File: config.mk
export PLATFORM = sky130hd
export DESIGN_NAME = tagged_varint_index_decoder_flat
export DESIGN_NICKNAME = d
export VERILOG_FILES = /design/src/design/tvid_pkg.sv /design/src/design/tvid_if.sv /design/src/design/tvid_in_stage.sv /design/src/design/tvid_decode.sv /design/src/design/tvid_out_stage.sv /design/src/design/tagged_varint_index_decoder.sv /design/src/flat_wrapper.sv
export SDC_FILE = /design/constraint.sdc
export NUM_CORES = 1
export LEC_CHECK = 0
export BUFFER_PORTS_ARGS = -buffer_cell sky130_fd_sc_hd__buf_2
export CAP_MARGIN = 20
export CORE_MARGIN = 1.5
export CORE_UTILIZATION = 53
export CTS_CLUSTER_SIZE = 24
export DETAILED_ROUTE_END_ITERATION = 16
export PLACE_DENSITY = 0.77
export SYNTH_ARGS = -nofsm -noshare
export SYNTH_HDL_FRONTEND = slang
export SYNTH_SLANG_ARGS = --single-unit
File: constraint.sdc
create_clock -name clk_i -period 6.5 [get_ports clk_i]
set_clock_uncertainty 0.15 [all_clocks]
set_input_delay 0.65 -clock clk_i [delete_from_list [all_inputs] [get_ports clk_i]]
set_output_delay 0.65 -clock clk_i [all_outputs]
set_load 0.005 [all_outputs]
File: src/design/tvid_pkg.sv
`default_nettype none

package tvid_pkg;

  // Field and state widths.
  localparam int BYTE_W  = 8;
  localparam int KIND_W  = 2;
  localparam int GROUP_W = 6;
  localparam int VALUE_W = 19;
  localparam int CNT_W   = 2;

  // Lead byte form patterns, applied to bits 5:0.
  localparam logic [GROUP_W-1:0] ONE_MASK   = 6'h20;
  localparam logic [GROUP_W-1:0] ONE_CODE   = 6'h00;
  localparam logic [GROUP_W-1:0] TWO_MASK   = 6'h38;
  localparam logic [GROUP_W-1:0] TWO_CODE   = 6'h30;
  localparam logic [GROUP_W-1:0] THREE_MASK = 6'h3C;
  localparam logic [GROUP_W-1:0] THREE_CODE = 6'h38;
  localparam logic [GROUP_W-1:0] FOUR_MASK  = 6'h3E;
  localparam logic [GROUP_W-1:0] FOUR_CODE  = 6'h3C;

  // Continuation bytes still expected after each lead form.
  localparam logic [CNT_W-1:0] MORE_NONE  = 2'd0;
  localparam logic [CNT_W-1:0] MORE_ONE   = 2'd1;
  localparam logic [CNT_W-1:0] MORE_TWO   = 2'd2;
  localparam logic [CNT_W-1:0] MORE_THREE = 2'd3;

  typedef enum logic [2:0] {
    FORM_ONE,
    FORM_TWO,
    FORM_THREE,
    FORM_FOUR,
    FORM_BAD
  } tvid_form_e;

  // One decoded result.
  typedef struct packed {
    logic [KIND_W-1:0]  kind;
    logic [VALUE_W-1:0] value;
    logic               bad;
  } tvid_res_t;

  // Classify the low six bits of a lead byte.
  function automatic tvid_form_e tvid_classify(input logic [GROUP_W-1:0] grp);
    tvid_form_e form;
    priority if ((grp & ONE_MASK) == ONE_CODE) begin
      form = FORM_ONE;
    end else if ((grp & TWO_MASK) == TWO_CODE) begin
      form = FORM_TWO;
    end else if ((grp & THREE_MASK) == THREE_CODE) begin
      form = FORM_THREE;
    end else if ((grp & FOUR_MASK) == FOUR_CODE) begin
      form = FORM_FOUR;
    end else begin
      form = FORM_BAD;
    end
    return form;
  endfunction

endpackage

`default_nettype wire

File: src/design/tvid_if.sv
`default_nettype none

// Byte stream channel.
interface tvid_byte_if import tvid_pkg::*; ();
  logic              valid;
  logic              ready;
  logic [BYTE_W-1:0] code_byte;

  modport source (output valid, output code_byte, input ready);
  modport sink   (input valid, input code_byte, output ready);
endinterface

// Decoded index channel.
interface tvid_result_if import tvid_pkg::*; ();
  logic               valid;
  logic               ready;
  logic [KIND_W-1:0]  index_kind;
  logic [VALUE_W-1:0] index_value;
  logic               bad_lead;

  modport source (output valid, output index_kind, output index_value, output bad_lead,
                  input ready);
  modport sink   (input valid, input index_kind, input index_value, input bad_lead,
                  output ready);
endinterface

`default_nettype wire

File: src/design/tvid_in_stage.sv
`default_nettype none

module tvid_in_stage import tvid_pkg::*; (
  input  wire logic              clk_i,
  input  wire logic              rst_ni,
  input  wire logic              valid_i,
  input  wire logic [BYTE_W-1:0] byte_i,
  output logic                   ready_o,
  output logic                   valid_o,
  output logic [BYTE_W-1:0]      byte_o,
  input  wire logic              consume_i
);

  logic              valid_q;
  logic [BYTE_W-1:0] byte_q;

  // The register takes a new byte when empty or when its byte moves on.
  assign ready_o = !valid_q || consume_i;

  always_ff @(posedge clk_i or negedge rst_ni) begin
    if (!rst_ni) begin
      valid_q <= 1'b0;
    end else if (ready_o) begin
      valid_q <= valid_i;
    end
  end

  // Payload register, no reset needed.
  always_ff @(posedge clk_i) begin
    if (valid_i && ready_o) begin
      byte_q <= byte_i;
    end
  end

  assign valid_o = valid_q;
  assign byte_o  = byte_q;

endmodule

`default_nettype wire

File: src/design/tvid_decode.sv
`default_nettype none

module tvid_decode import tvid_pkg::*; (
  input  wire logic              clk_i,
  input  wire logic              rst_ni,
  input  wire logic              valid_i,
  input  wire logic [BYTE_W-1:0] byte_i,
  input  wire logic              take_i,
  output logic                   consume_o,
  output logic                   emit_o,
  output tvid_res_t              res_o
);

  logic [CNT_W-1:0]   cnt_q, cnt_d;
  logic [VALUE_W-1:0] val_q, val_d;
  logic [KIND_W-1:0]  kind_q, kind_d;
  logic [KIND_W-1:0]  tag;
  logic [GROUP_W-1:0] grp;
  logic [VALUE_W-1:0] acc;
  tvid_form_e         form;

  assign tag       = byte_i[BYTE_W-1:GROUP_W];
  assign grp       = byte_i[GROUP_W-1:0];
  assign form      = tvid_classify(grp);
  assign acc       = {val_q[VALUE_W-GROUP_W-1:0], grp};
  assign consume_o = valid_i && take_i;

  // Decode one byte against the index in progress.
  always_comb begin
    cnt_d  = cnt_q;
    val_d  = val_q;
    kind_d = kind_q;
    emit_o = 1'b0;
    res_o  = '0;
    if (valid_i) begin
      if (cnt_q != MORE_NONE) begin
        // Continuation byte: shift in six more value bits.
        emit_o      = (cnt_q == MORE_ONE);
        res_o.kind  = kind_q;
        res_o.value = acc;
        if (consume_o) begin
          val_d = acc;
          cnt_d = cnt_q - MORE_ONE;
        end
      end else begin
        res_o.kind = tag;
        unique case (form)
          FORM_ONE: begin
            emit_o      = 1'b1;
            res_o.value = VALUE_W'(grp[4:0]);
          end
          FORM_TWO: begin
            if (consume_o) begin
              kind_d = tag;
              val_d  = VALUE_W'(grp[2:0]);
              cnt_d  = MORE_ONE;
            end
          end
          FORM_THREE: begin
            if (consume_o) begin
              kind_d = tag;
              val_d  = VALUE_W'(grp[1:0]);
              cnt_d  = MORE_TWO;
            end
          end
          FORM_FOUR: begin
            if (consume_o) begin
              kind_d = tag;
              val_d  = VALUE_W'(grp[0]);
              cnt_d  = MORE_THREE;
            end
          end
          default: begin
            // Invalid lead form reports an error with a zero value.
            emit_o    = 1'b1;
            res_o.bad = 1'b1;
          end
        endcase
      end
    end
  end

  always_ff @(posedge clk_i or negedge rst_ni) begin
    if (!rst_ni) begin
      cnt_q  <= MORE_NONE;
      val_q  <= '0;
      kind_q <= '0;
    end else begin
      cnt_q  <= cnt_d;
      val_q  <= val_d;
      kind_q <= kind_d;
    end
  end

endmodule

`default_nettype wire

File: src/design/tvid_out_stage.sv
`default_nettype none

module tvid_out_stage import tvid_pkg::*; (
  input  wire logic      clk_i,
  input  wire logic      rst_ni,
  input  wire logic      valid_i,
  input  wire tvid_res_t res_i,
  output logic           take_o,
  output logic           valid_o,
  output tvid_res_t      res_o,
  input  wire logic      ready_i
);

  logic      valid_q;
  tvid_res_t res_q;

  // A slot is free when empty or when its result leaves this cycle.
  assign take_o = !valid_q || ready_i;

  always_ff @(posedge clk_i or negedge rst_ni) begin
    if (!rst_ni) begin
      valid_q <= 1'b0;
    end else if (take_o) begin
      valid_q <= valid_i;
    end
  end

  always_ff @(posedge clk_i) begin
    if (valid_i && take_o) begin
      res_q <= res_i;
    end
  end

  assign valid_o = valid_q;
  assign res_o   = res_q;

endmodule

`default_nettype wire

File: src/design/tagged_varint_index_decoder.sv
// Channel    Direction  Transaction
// code_i     in         one instruction byte (code_byte)
// result_o   out        one decoded index (index_kind, index_value, bad_lead)
//
// Each byte passes an input register, combinational decode logic and a result
// register: the result of an index is registered from its completing byte.
// One byte is taken every cycle while results flow; the decode state is a
// continuation counter, the held kind tag and the accumulated value.
// Reset clears the valid flags and the decode state, so the next byte is a lead.
// A stalled result holds both registers; ready falls only while both are full.
`default_nettype none

module tagged_varint_index_decoder import tvid_pkg::*; (
  input  wire logic      clk_i,
  input  wire logic      rst_ni,
  tvid_byte_if.sink      code_i,
  tvid_result_if.source  result_o
);

  logic              in_valid;
  logic [BYTE_W-1:0] in_byte;
  logic              consume;
  logic              take;
  logic              emit;
  tvid_res_t         dec_res;
  tvid_res_t         out_res;

  tvid_in_stage u_in (
    .clk_i     (clk_i),
    .rst_ni    (rst_ni),
    .valid_i   (code_i.valid),
    .byte_i    (code_i.code_byte),
    .ready_o   (code_i.ready),
    .valid_o   (in_valid),
    .byte_o    (in_byte),
    .consume_i (consume)
  );

  tvid_decode u_dec (
    .clk_i     (clk_i),
    .rst_ni    (rst_ni),
    .valid_i   (in_valid),
    .byte_i    (in_byte),
    .take_i    (take),
    .consume_o (consume),
    .emit_o    (emit),
    .res_o     (dec_res)
  );

  tvid_out_stage u_out (
    .clk_i   (clk_i),
    .rst_ni  (rst_ni),
    .valid_i (emit),
    .res_i   (dec_res),
    .take_o  (take),
    .valid_o (result_o.valid),
    .res_o   (out_res),
    .ready_i (result_o.ready)
  );

  assign result_o.index_kind  = out_res.kind;
  assign result_o.index_value = out_res.value;
  assign result_o.bad_lead    = out_res.bad;

endmodule

`default_nettype wire

File: src/flat_wrapper.sv
// flat-port wrapper written by rule: the top's interface ports become plain ports
module tagged_varint_index_decoder_flat import tvid_pkg::*;
  (clk_i, rst_ni, code_i_valid, code_i_code_byte, code_i_ready, result_o_valid, result_o_index_kind, result_o_index_value, result_o_bad_lead, result_o_ready);
  tvid_byte_if code_i_i ();
  tvid_result_if result_o_i ();
  input  wire logic clk_i;
  input  wire logic rst_ni;
  input wire logic [$bits(code_i_i.valid)-1:0] code_i_valid;
  input wire logic [$bits(code_i_i.code_byte)-1:0] code_i_code_byte;
  output wire logic [$bits(code_i_i.ready)-1:0] code_i_ready;
  output wire logic [$bits(result_o_i.valid)-1:0] result_o_valid;
  output wire logic [$bits(result_o_i.index_kind)-1:0] result_o_index_kind;
  output wire logic [$bits(result_o_i.index_value)-1:0] result_o_index_value;
  output wire logic [$bits(result_o_i.bad_lead)-1:0] result_o_bad_lead;
  input wire logic [$bits(result_o_i.ready)-1:0] result_o_ready;
  assign code_i_i.valid = code_i_valid;
  assign code_i_i.code_byte = code_i_code_byte;
  assign code_i_ready = code_i_i.ready;
  assign result_o_valid = result_o_i.valid;
  assign result_o_index_kind = result_o_i.index_kind;
  assign result_o_index_value = result_o_i.index_value;
  assign result_o_bad_lead = result_o_i.bad_lead;
  assign result_o_i.ready = result_o_ready;
  tagged_varint_index_decoder u_core (.clk_i(clk_i), .rst_ni(rst_ni), .code_i(code_i_i), .result_o(result_o_i));
endmodule
**Word level (Yosys, flattened, before mapping)**

Cells that the tools add are included.

- Flip-flop bits (word level): 49
- Input bits: 12
- Word-level logic and storage cells: 61

- Add/subtract/negate cells: 1
- Equal/unequal tests: 11
- Muxes and demuxes: 22
- Bitwise operators: 2
- Reduce and logical (&&, ||, !) cells: 16

Operators with widths:

| kind | count |
|---|---|
| $mux 13 | 5 |
| $pmux 13 s3 | 1 |
| $mux 21 | 1 |
| $mux 3 | 4 |
| $mux 2 | 5 |
| $ne 2x1->1 const B | 4 |
| $eq 3x2->1 const B | 2 |
| $logic_not 6->1 | 1 |
| $pmux 2 s3 | 1 |
| $reduce_and 6->1 | 1 |
| $eq 5x5->1 const B | 1 |
| $mux 5 | 1 |
| $eq 4x4->1 const B | 1 |
| $mux 1 | 4 |
| $reduce_and 4->1 | 1 |
| $reduce_bool 4->1 | 1 |
| $reduce_or 4->1 | 1 |
| $eq 3x1->1 const B | 1 |
| $eq 3x3->1 const B | 1 |
| $logic_and 1x1->1 | 3 |
| $logic_not 3->1 | 1 |
| $reduce_or 3->1 | 1 |
| $eq 2x1->1 const B | 1 |
| $logic_not 1->1 | 2 |
| other kinds (5) | 7 |

**Longest topological paths before layout**

Gate-level depths: netlist of the first run.

- Depth in word-level cells: 11
- Mapped depth: 5

**Cells and area by module**

A second synthesis of the first run with hierarchy kept.

- Cell total of the unflattened synthesis: 126
- Area, all modules: 1930.6 um^2

Modules (own cells, without submodules):

| module | instances | cells each | area an instance (um^2) | sequential area each (um^2) |
|---|---|---|---|---|
| tvid_decode | 1 | 88 | 922.1 | 425.4 |
| tvid_out_stage | 1 | 26 | 714.4 | 685.7 |
| tvid_in_stage | 1 | 12 | 294.0 | 265.3 |

**Worst setup path before layout of the first run**

OpenSTA, ideal clock, no wires.

- Path kind: input to register
- Start point: in result_o_ready
- End point: reg u_core.u_out.res_q (netlist bit u_core.u_out.res_o[0]), enable pin
- Setup time: 0.429 ns
- Arrival time: 2.436 ns
- Data required time: 5.921 ns
- Path slack: 3.486 ns
- Cell stages on the path: 3
- Path buffers: 0
- Cell sequence: nand2b_1 -> nand2_1 -> nor3_1

- Cells in the longest elaborated chain, start to end: 2

Ends and longest elaborated chain:

| item | line | source |
|---|---|---|
| from (decl) | flat_wrapper.sv:15 | `input wire logic [$bits(result_o_i.ready)-1:0] result_o_ready;` |
| $logic_or 1x1->1 | tvid_out_stage.sv:18 | `assign take_o = !valid_q \|\| ready_i;` |
| $logic_and 1x1->1 | tvid_out_stage.sv:29 | `if (valid_i && take_o) begin` |
| to (signal assigned) | tvid_out_stage.sv:30 | `res_q <= res_i;` |
| to (decl) | tvid_out_stage.sv:15 | `tvid_res_t res_q;` |

Every way passes these cells.
A chain may end at the register's enable or synchronous reset.

**Worst setup path in the final report of the first run**

- Start point: reg u_core.u_in.valid_q (netlist: u_core.u_in.valid_o)
- End point: out code_i_ready

- Cells in the longest elaborated chain, start to end: 2
- Elaborated cells on any way between the ends: 3

Ends and longest elaborated chain:

| item | line | source |
|---|---|---|
| from (decl) | tvid_in_stage.sv:14 | `logic valid_q;` |
| from (signal assigned) | tvid_in_stage.sv:24 | `valid_q <= valid_i;` |
| $logic_not 1->1 or $logic_and 1x1->1 (tied branches) | tvid_in_stage.sv:18, tvid_decode.sv:26 |  |
| $logic_or 1x1->1 (*) | tvid_in_stage.sv:18 | `assign ready_o = !valid_q \|\| consume_i;` |
| to (decl) | flat_wrapper.sv:10 | `output wire logic [$bits(code_i_i.ready)-1:0] code_i_ready;` |

Mark *: on every way between the ends. The rest lies on a longest branch, timed or not.

==> results by group, run 1 <==
Timing
  – RSZ-0062 raised after global routing: false
  – Worst slew pin tran: 575.1 ps
  – Hold WS: 53.31 ps
  – Fin crit share: 32.92%
  – Max Slew Vio Count: 0
  – FMAX: 467.3 MHz
  – Worst slew margin: 61.52%
  – Final Setup Violations: 0
  – Final worst slack: 4360 ps
  – Final TNS setup: 0 ps
  – Minimum clock period: 2140 ps
  – Final Hold Viols: 0

Clock network
  – Post-CTS Setup Bufs: 0
  – Deepest clock path buffer count: 2
  – Clk_lat worst skew: 370 ps
  – Cts repair resizes: 0
  – CTS Buf Count: 5
  – Htree depth: 2
  – # clock sinks: 49
  – Clock Root Buffer: clkbuf_4
  – Hold-fix buffers, CTS: 0
  – CTS tree: done
  – Reg clk slew, reported paths: 130 ps

Setup path
  – R2R cell count: 3
  – Worst setup path category: flip-flop to primary output
  – Critical Path RT: 5700 ps
  – Crit. End Element: primary output
  – Worst R2R Setup Slack: 4470 ps
  – Crit path arrival time: 1340 ps
  – Largest fanout on the critical path: 17
  – Worst Setup Start Kind: flip-flop
  – Worst R2R End: u_core.u_dec.val_q[0]
  – Worst reg2reg path startpoint: u_core.u_dec.cnt_q[1]

Global route
  – GR Overflow Total: 0
  – GRT met1 Usage: 19.95%
  – Met3 usage: 5.357%
  – Top Usage Layer GRT: met2
  – First-pass GRT wire length: 5430 um
  – Largest net degree at the start of global routing: 23
  – Initial antenna violation count: 0
  – Tot GR Track Use: 18.38%
  – Vias in the first global route: 1239
  – Met2 global-route usage: 31.91%

Floorplanning
  – Initial core utilization: 56.15%
  – CORE AREA: 3416 um^2
  – Top Ports: 36
  – Die Ht: 63.16 um
  – Die width: 63.16 um
  – Site Rows: 21
  – Die ar.: 3989 um^2

Cells and area
  – Final nets: 185
  – Final Core Density: 64.65%
  – Share of layout cells above drive strength 1: 29.31%
  – Final instance area: 2208 um^2
  – Diode count: 0
  – Fin cells: 220
  – Area growth, synth to finish: 15.13%

Synth
  – Post-synthesis register bit count: 49
  – Syn_nets: 146
  – Main synth FF type: edfxtp_1
  – Sequential fraction of the synthesis area: 71.75%
  – Synth unique cells: 28
  – Yosys warnings: 0
  – Post-Synthesis Cells: 134
  – Avg Inst Size Synth: 14.31 um^2
  – Synthesized cell area: 1918 um^2
  – Post-synth EDFFs: 30
  – Asr flop ratio synth: 38.78%

Pwr
  – Worst IR Drop VDD: 0.1872 mV
  – Leakage: 0.9776 nW
  – Pwr/cell area: 377.1 nW/um^2
  – Tot Pwr: 832.8 uW

Detailed routing
  – Routed via count: 1239
  – Pre-antenna DRT Iters: 4
  – Routed wire length: 3284 um
  – Remaining antenna violation count after routing: 0
  – Via-per-instance ratio: 5.632
  – Routed length per placed instance: 14.93 um
  – Initial DRC Count: 34
  – Post-route DRC violation count: 0

Placed design
  – DP Area: 2133 um^2
  – DPL Wire Length: 2346 um
  – Worst slack, placed: 4402 ps
  – Cell Count Post-Placement: 212
  – Port buffer count: 35
  – GP Congestion: 0.8526

Min path
  – Min-delay worst type: primary input to async pin

Status
  – Status: completed

Run
  – Total of max-cap violations: 0
cell families (layout without fill, tap and decap cells):
kind of cell	count (synthesis)	after routing	synth area share [%]
flip-flops	49	49	71.75
AO/OA/AOI/OAI	26	26	9.589
multiplexers	4	4	2.544
buffers and inverters	8	48	2.348
AND/OR/NAND/NOR	47	47	13.77
Yosys cell counts, types with 3 or more instances:
cell	n	area share, %
and2_1	6	2.0
mux2_2	3	1.8
dfrtp_1	19	25
nor3_1	3	0.78
o21ai_0	6	1.6
and3_1	13	4.2
nand2b_1	3	0.98
nand2_1	10	2.0
a22o_1	8	3.7
a21oi_1	6	1.6
edfxtp_1	30	47
inv_1	3	0.59
nor2_1	5	0.98
cells in the final DEF, fill, tap and decap left out, types with 2 or more instances in the layout:
| cell type | n |
|---|---|
| buf_2 | 35 |
| a21oi_1 | 6 |
| nor2_1 | 5 |
| o21ai_0 | 6 |
| nand2b_1 | 3 |
| inv_1 | 3 |
| dfrtp_1 | 19 |
| and2_1 | 6 |
| nor3_1 | 2 |
| o31ai_1 | 2 |
| edfxtp_1 | 30 |
| clkbuf_4 | 5 |
| nand3_1 | 2 |
| and3_1 | 13 |
| a22o_1 | 8 |
| nand2_1 | 10 |
| mux2_2 | 3 |
layer usage:
layer  vias to the layer above  wire, um
met3                         9       216
li1                        574         -
met5                         -         0
met1                       598      1292
met2                        58      1668
met4                         0       106
registers in the layout (all words and copies together) (netlist names):
register / cells
u_core.u_dec.val_q: 13
u_core.u_dec.cnt_q: 2
u_core.u_dec.kind_q: 2
u_core.u_out.valid_o: 1
u_core.u_out.res_o: 22
u_core.u_in.byte_o: 8
u_core.u_in.valid_o: 1
power by group:
part,switching [mW],internal [mW],leakage (nW)
clock,0.0870,0.0801,0.0399
combinational,0.100,0.0887,0.407
sequential,0.0514,0.425,0.531
worst max path at each step:
stage                                    from               endpoint  slack [ps]  cells after the start
after global placement         result_o_ready           code_i_ready        4420                      4
final                     u_core.u_in.valid_o           code_i_ready        4360                      2
after CTS                 u_core.u_in.valid_o           code_i_ready        4360                      2
after global routing      u_core.u_in.valid_o           code_i_ready        4270                      2
after detailed placement       result_o_ready           code_i_ready        4400                      4
after floorplan                result_o_ready  u_core.u_out.res_o[0]        3490                      3
worst max-delay path, cell delays in order (launching register included):
cell	delay (ps)
dfrtp_1	670
nand2_1	150
buf_2	160
area by class of cell:
class                      count  area, um^2
clock buffer                   6       41.29
clock inverter                 2       33.78
fill                         276        1207
inverter                       4       15.01
multi-input combinational     77       501.7
sequential                    49        1376
tap                           46       57.56
timing repair buffer          36       182.7
Note: power is estimated with default switching activity, not from simulation.
==> inputs of run 2 (changes only) <==
==> constraint.sdc (replaced) <==
create_clock -name clk_i -period 2 [get_ports clk_i]
set_clock_uncertainty 0.15 [all_clocks]
set_input_delay 0.2 -clock clk_i [delete_from_list [all_inputs] [get_ports clk_i]]
set_output_delay 0.2 -clock clk_i [all_outputs]
set_load 0.005 [all_outputs]
==> run 2 against run 1 <==
Combinational power grew to 3.6 times the previous value. Hold slack gained 30 ps. First-iteration DRC count grew 59%. Flip-flop and latch count is the same. Final cell count grew 6.4%. Global-route usage grew 0.41 points. Utilization grew 3.9 points. Clock power grew to 2.7 times the previous value. Design area grew 6.0%. Register-to-register slack lost 4300 ps. Non-clock buffer count grew 14. Worst setup slack lost 4200 ps.
==> results by group, run 2 (synthesis results as in run 1) <==
Cells and area
  – Final instance area: 2341 um^2 (+6.0%)
  – Diode count: 0 (unchanged)
  – Max reg flops: 22 (unchanged)
  – Area growth, synth to finish: 22.05%
  – Most frequent cells in the layout: buf_2, edfxtp_1, dfrtp_1
  – Share of layout cells above drive strength 1: 29.26% (-0.055 points)
  – Fin cells: 234 (+6.4%)
  – Leading cell type in the layout, fill and taps excluded: buf_2
  – Final nets: 199 (+7.6%)

Timing
  – Worst slew pin tran: 398.2 ps (-176.9 ps)
  – Final worst slack: 144.5 ps (-4216 ps)
  – Max Slew Vio Count: 0 (unchanged)
  – Worst slew margin: 72.76% (+11 points)
  – Fin crit share: 92.77%
  – RSZ-0062 raised after global routing: false
  – Final TNS setup: 0 ps (unchanged)
  – Minimum clock period: 1855 ps
  – Final Setup Violations: 0 (unchanged)
  – FMAX: 538.9 MHz
  – Hold WS: 83.03 ps (+29.72 ps)
  – Final Hold Viols: 0 (unchanged)

Clock network
  – Clock Root Buffer: clkbuf_4
  – Deepest clock path buffer count: 2 (unchanged)
  – Reg clk slew, reported paths: 130 ps (about the same)
  – Clk_lat worst skew: 370 ps (about the same)
  – # clock sinks: 49 (unchanged)
  – Cts repair resizes: 0 (unchanged)
  – Htree depth: 2 (unchanged)
  – Post-CTS Setup Bufs: 0 (unchanged)
  – CTS Buf Count: 5 (unchanged)
  – Hold-fix buffers, CTS: 10 (+10)
  – CTS tree: done

Setup path
  – Slowest-stage cell, CP: dfrtp_1
  – Crit. End Element: flip-flop
  – Worst Setup Start Kind: flip-flop
  – Largest fanout on the critical path: 20 (+3)
  – Critical Path RT: 2120 ps (-3580 ps)
  – Worst setup path category: flip-flop to flip-flop
  – Crit path arrival time: 1980 ps (+640 ps)
  – Cell chain of the critical path: or2_4 > o211ai_2 > a21o_1 > mux2_2
  – Worst path max stage delay: 490 ps (-180 ps)

Pwr
  – Pwr/cell area: 1146 nW/um^2 (+200%)
  – Leakage: 1.033 nW (+5.7%)
  – Worst IR Drop VDD: 0.6820 mV (+260%)

Global route
  – Initial antenna violation count: 0 (unchanged)
  – Vias in the first global route: 1233 (-0.48%)
  – GR Overflow Total: 0 (unchanged)
  – First-pass GRT wire length: 5658 um (+4.2%)
  – Largest net degree at the start of global routing: 23 (unchanged)
  – Tot GR Track Use: 18.78% (+0.41 points)

Floorplanning
  – Die Ht: 63.16 um (unchanged)
  – Die ar.: 3989 um^2 (unchanged)
  – Top Ports: 36 (unchanged)
  – CORE AREA: 3416 um^2 (unchanged)
  – Die width: 63.16 um (unchanged)
  – Initial core utilization: 56.15% (unchanged)
  – Site Rows: 21 (unchanged)

Detailed routing
  – Initial DRC Count: 54 (+59%)
  – Pre-antenna DRT Iters: 4 (unchanged)
  – Remaining antenna violation count after routing: 0 (unchanged)
  – Routed wire length: 3454 um (+5.2%)
  – Routed via count: 1259 (+1.6%)
  – Routed length per placed instance: 14.76 um (-1.1%)
  – Post-route DRC violation count: 0 (unchanged)
  – Via-per-instance ratio: 5.380 (-4.5%)

Placed design
  – Worst slack, placed: 173.4 ps (-4229 ps)
  – Cell Count Post-Placement: 216 (+1.9%)
  – Port buffer count: 35 (unchanged)
  – GP Congestion: 0.8061 (-5.5%)
  – DP Area: 2182 um^2 (+2.3%)
  – DPL Wire Length: 2379 um (+1.4%)

Min path
  – Min-delay worst type: primary input to flip-flop

Run
  – Total of max-cap violations: 0 (unchanged)

Status
  – Status: completed
run 2: cell types whose count changed in the layout (fill, tap and decap cells not counted):
cell           delta
buf_12            +1
buf_4             +3
bufinv_16         -1
clkbuf_1          +1
clkbuf_8          +1
clkinv_1          -1
dlygate4sd3_1    +10
nor3_2            -1
nor3_4            +1
run 2: final cells by class:
type / instances / area, um^2
Multi-Input combinational cell: 77 / 508.0
Sequential cell: 49 / 1376
Tap cell: 46 / 57.56
Timing Repair Buffer: 50 / 325.3
Fill cell: 258 / 1075
Inverter: 4 / 15.01
Clock buffer: 8 / 58.81
run 2: layer usage:
metal  global-route usage, %  up-vias  share of wire (%)
met4                   8.056        0                1.7
met5                       0        -                  0
met1                   22.46      595                 41
li1                        -      603                  -
met3                   4.286        7                6.1
met2                   32.58       54                 51
run 2: path summary, 6_finish.rpt:
check	depth (start not counted)	slack (ps)	to	startpoint
hold / removal	4	80	u_core.u_in.valid_o	result_o_ready
min in group asynchronous	2	140	u_core.u_out.valid_o	rst_ni
setup / recovery	4	140	u_core.u_dec.val_q[0]	u_core.u_dec.cnt_q[1]
hold reg to reg	1	360	u_core.u_dec.val_q[10]	u_core.u_dec.val_q[10]
setup reg to reg	4	140	u_core.u_dec.val_q[0]	u_core.u_dec.cnt_q[1]
max in group asynchronous	2	1250	u_core.u_dec.val_q[5]	rst_ni
run 2: through the flow:
step | utilization [%] | power, mW
global route | 68.53 | 2.821
CTS | 68.53 | 2.684
global placement | 63.88 | 2.190
floorplan | - | 1.975
detailed placement | 63.88 | 2.231
finish | 68.53 | 2.683
run 2: critical path, delay by kind of cell, from the launching register on:
family             cells  cell delay (ps)
muxes                  1              360
and+or+nand+nor        1              350
AOI/OAI and AO/OA      2              410
DFF                    1              490
run 2: report_power, final:
group	internal (mW)	switching [mW]	total (mW)	leakage [nW]
Sequential	1.38	0.161	1.54	0.531
Clock	0.174	0.280	0.454	0.0326
Combinational	0.338	0.348	0.686	0.470
